===== config.mk =====
export PLATFORM = sky130hd
export DESIGN_NAME = salcp_resp
export DESIGN_NICKNAME = d
export VERILOG_FILES = /design/src/sv/salcp_pkg.sv /design/src/sv/salcp_resp.sv
export SDC_FILE = /design/constraint.sdc
export NUM_CORES = 1
export LEC_CHECK = 0
export BUFFER_PORTS_ARGS = -buffer_cell sky130_fd_sc_hd__buf_2
export CAP_MARGIN = 20
export CELL_PAD_IN_SITES_DETAIL_PLACEMENT = 0
export CELL_PAD_IN_SITES_GLOBAL_PLACEMENT = 1
export CORE_MARGIN = 5
export CORE_UTILIZATION = 19
export DETAILED_ROUTE_END_ITERATION = 12
export PLACE_DENSITY = 0.8
export SYNTH_ARGS = -nofsm -noshare
export SYNTH_HDL_FRONTEND = slang
export SYNTH_SLANG_ARGS = --single-unit

===== constraint.sdc =====
create_clock -name clk -period 2.3 [get_ports clk]
set_input_delay 0.46 -clock clk [delete_from_list [all_inputs] [get_ports clk]]
set_output_delay 0.46 -clock clk [all_outputs]
set_load 0.02 [all_outputs]

===== src/sv/salcp_pkg.sv =====
// ----------------------------------------------------------------------------
// salcp_pkg
// Shared types and codes for the suffix array / LCP builder.
// ----------------------------------------------------------------------------
`default_nettype none

package salcp_pkg;

  localparam logic OP_APPEND = 1'b0;
  localparam logic OP_READ   = 1'b1;

  localparam logic [1:0] ST_OK      = 2'd0;
  localparam logic [1:0] ST_RANGE   = 2'd1;
  localparam logic [1:0] ST_UNBUILT = 2'd2;
  localparam logic [1:0] ST_TRUNC   = 2'd3;

  typedef enum logic [3:0] {
    S_IDLE,
    S_INIT,
    S_CLR,
    S_CNT0,
    S_PS,
    S_SC0,
    S_CNT1,
    S_SC1,
    S_RANK,
    S_COPY,
    S_LD,
    S_LA,
    S_LB,
    S_LC
  } state_t;

  typedef struct packed {
    logic built;
    logic overflow;
  } flags_t;

endpackage

`default_nettype wire


===== src/sv/salcp_resp.sv =====
// ----------------------------------------------------------------------------
// salcp_resp
// Read response stage: registers the status of a read item and forms the
// result fields from the registered memory data.
// ----------------------------------------------------------------------------
`default_nettype none

module salcp_resp #(
  parameter int LW = 11,
  parameter int PW = 10
) (
  input  wire logic                  clk,
  input  wire logic                  rst,
  input  wire logic                  rd_acc,
  input  wire logic [9:0]            rank,
  input  wire logic [LW-1:0]         len,
  input  wire salcp_pkg::flags_t     flags,
  input  wire logic [PW-1:0]         sa_rd,
  input  wire logic [PW-1:0]         lcp_rd,
  output logic                       done,
  output logic [9:0]                 suffix_start,
  output logic [9:0]                 lcp_with_next,
  output logic [1:0]                 status
);

  logic       vld;
  logic [1:0] st;
  logic       data_ok;
  logic [31:0] sa_w;
  logic [31:0] lcp_w;

  always_ff @(posedge clk) begin
    if (rst) begin
      vld <= 1'b0;
    end else begin
      vld <= rd_acc;
    end
  end

  always_ff @(posedge clk) begin
    if (rd_acc) begin
      if (!flags.built) begin
        st <= salcp_pkg::ST_UNBUILT;
      end else if (32'(rank) >= 32'(len)) begin
        st <= salcp_pkg::ST_RANGE;
      end else if (flags.overflow) begin
        st <= salcp_pkg::ST_TRUNC;
      end else begin
        st <= salcp_pkg::ST_OK;
      end
    end
  end

  assign sa_w    = 32'(sa_rd);
  assign lcp_w   = 32'(lcp_rd);
  assign data_ok = (st == salcp_pkg::ST_OK) || (st == salcp_pkg::ST_TRUNC);

  assign done          = vld;
  assign status        = st;
  assign suffix_start  = data_ok ? sa_w[9:0] : 10'd0;
  assign lcp_with_next = data_ok ? lcp_w[9:0] : 10'd0;

endmodule

`default_nettype wire


==> summary.json <==
{
  "run": {
    "max_cap_violations": 0
  },
  "routing": {
    "wl_met3_um": 446,
    "ant_nets": 0,
    "avgViaCountPerCell": 4.19,
    "drc_errors": 0,
    "wirelength_met1_um": 469,
    "drt-wirelength-per-cell_um": 10.3,
    "vias": 691,
    "detailedRoute.firstPassIterationCount": 2,
    "dr_wl_met2_um": 771,
    "drtIter0Drc": 9,
    "finalWirelength_um": 1700,
    "top_signal_layer_used": "met4"
  },
  "timing": {
    "timing.fmax_ghz": 0.573,
    "post-route-period-util": 0.759,
    "setup-violations-final": 0,
    "grt_setup_unrepaired": "no",
    "count_of_final_max_slew_check_failures": 0,
    "setup_total_neg_slack_ns": 0,
    "final-hold-violation-count": 0,
    "timing.final.crit_period_ns": 1.75,
    "fin_hold_ws_ns": 0.379,
    "final_critical_path_setup_slack_ns": 0.554,
    "timing.max_slew.rel_slack": 0.836,
    "actual_transition_at_the_worst_max_transition_pin_ns": 0.243
  },
  "critical_path": {
    "timing.critical_path.from_type": "flip-flop",
    "critical_path_required_ns": 1.84,
    "arrival_ns": 1.29,
    "endpoint_kind": "primary output",
    "worstSetupStartpoint": "status[1]",
    "worst-setup-path-type": "reg -> out",
    "critPathMaxFanout": 20
  },
  "die": {
    "initial_core_util": 0.199,
    "placeableCoreArea_mm2": 0.00250,
    "die_height_um": 61.1,
    "floorplan.rows": 18,
    "dieArea_mm2": 0.00374,
    "chip_width_um": 61.1,
    "ioPinCount": 69
  },
  "clock_network": {
    "cts_made_buffers": 3,
    "ctsHtreeMaxLevel": 1,
    "clk_transition_reported_paths_ns": 0.04,
    "cts_num_sinks": 3,
    "ctsHoldBuffers": 0,
    "cts_tree": "yes",
    "cts.path.max_buffers": 2,
    "cts_root_buffer": "sky130_fd_sc_hd__clkbuf_4",
    "cts_resized": 0,
    "post_cts_setup_buffer_count": 0
  },
  "global_routing": {
    "globalRouteTotalUtil": 0.0867,
    "globalRouteOverflowTotal": 0,
    "number_of_antenna_violations_at_the_first_check_in_global_routing": 0,
    "grt_pass1_wl_um": 2450,
    "grt_start_max_net_pins": 21,
    "number_of_global_route_vias_before_repair": 640
  },
  "min_path": {
    "min-delay-start": "rst",
    "hp-class": "in -> reg"
  },
  "status": {
    "status": "completed"
  },
  "power": {
    "static-leakage-power_nw": 0.575,
    "peakVddDrop_v": 0.000223,
    "pwr_density_cell_mw_per_mm2": 420
  },
  "layout": {
    "area_growth_pct": 81.4,
    "final_core_util": 0.360,
    "final_common_cell": "sky130_fd_sc_hd__buf_2",
    "antenna_cells_inserted": 0,
    "post_route_cells_drive_above_1_share": 0.533,
    "most_frequent_cells_in_the_layout": "sky130_fd_sc_hd__buf_2, sky130_fd_sc_hd__and2_1, sky130_fd_sc_hd__inv_1",
    "final_nets": 192
  },
  "synthesis": {
    "synth_largest_type_area_fraction": 0.252,
    "synth-warning-count": 0,
    "yosysTopAreaCell": "sky130_fd_sc_hd__and2_1",
    "avgSynthCellArea_um2": 7.76,
    "synth_edf_count": 2,
    "share_of_the_yosys_chip_area_belonging_to_registers": 0.161,
    "synth-async-reset-ratio": 0,
    "synth.lib_cells_used.distinct": 19,
    "syn_nets": 120,
    "synth.cell_area_um2": 497,
    "synth.ff_latch_count": 3,
    "syn-instance-count": 64,
    "post_synth_main_area_contributors": "sky130_fd_sc_hd__and2_1, sky130_fd_sc_hd__ha_1, sky130_fd_sc_hd__edfxtp_1",
    "ys.flop_type": "sky130_fd_sc_hd__edfxtp_1"
  },
  "place": {
    "placement.setup.worst_slack_ns": 0.467,
    "port-buffer-count": 68,
    "place_hpwl_um": 1610,
    "finalWeightedCongestion": 0.629
  }
}
==> final cells by class <==
cell class                 count  area, µm²
timing repair buffer          69        348
fill                         278       1600
multi-input combinational     48        368
sequential                     3       80.1
tap                           30       37.5
clock buffer                   4       26.3
inverter                      11       41.3
==> Yosys cell counts (all sizes together) (2+ instances only) <==
cell type / count
and2: 20
clkbuf: 2
a21oi: 2
edfxtp: 2
nand2: 3
ha: 10
a21o: 3
inv: 11
==> sequential cells by signal, summed over array words and instances, names as in the netlist <==
register	cells
done	1
status	2
==> per-stage QoR <==
| stage | std cells | total power [W] | instance area, µm² |
|---|---|---|---|
| floorplan | 64 | 0.000197 | 497 |
| global placement | 161 | 0.000286 | 875 |
| detailed placement | 161 | 0.000291 | 875 |
| CTS | 165 | 0.000387 | 901 |
| global route | 165 | 0.000420 | 901 |
| finish | 165 | 0.000379 | 901 |
==> power by group <==
| group | total, W | switching [W] | leakage [nW] | internal, W |
|---|---|---|---|---|
| clock | 0.0000935 | 0.0000284 | 0.0150 | 0.0000651 |
| sequential | 0.0000649 | 0.00000211 | 0.0279 | 0.0000628 |
| combinational | 0.000220 | 0.000120 | 0.532 | 0.0000999 |
| total | 0.000379 | 0.000151 | 0.575 | 0.000228 |
==> routing by layer <==
metal,vias to the layer above,global-route usage
met4,0,0.0372
met3,2,0.0419
met2,60,0.169
met5,-,0
met1,278,0.0728
li1,351,-
==> logic make-up (layout without fill, tap and decap cells) <==
logic type,count (synthesis),count (layout),synth area share
XOR/XNOR,1,1,0.0176
AND/OR/NAND/NOR,27,27,0.338
adder cells (fa/ha/maj),10,10,0.252
AO/OA/AOI/OAI,10,10,0.134
buffers and inverters,13,84,0.0982
flip-flops,3,3,0.161
==> path summary, 6_finish.rpt <==
path	cells past startpoint	to	slack (ns)
worst min-delay path	2	done	0.38
worst max-delay path	4	suffix_start[4]	0.55
==> critical path: stages (launching register included) <==
cell	delay, ns
sky130_fd_sc_hd__edfxtp_1	0.39
sky130_fd_sc_hd__xnor2_1	0.16
sky130_fd_sc_hd__buf_4	0.20
sky130_fd_sc_hd__and2_1	0.14
sky130_fd_sc_hd__buf_2	0.16
Power figures use the tool's default switching activity.
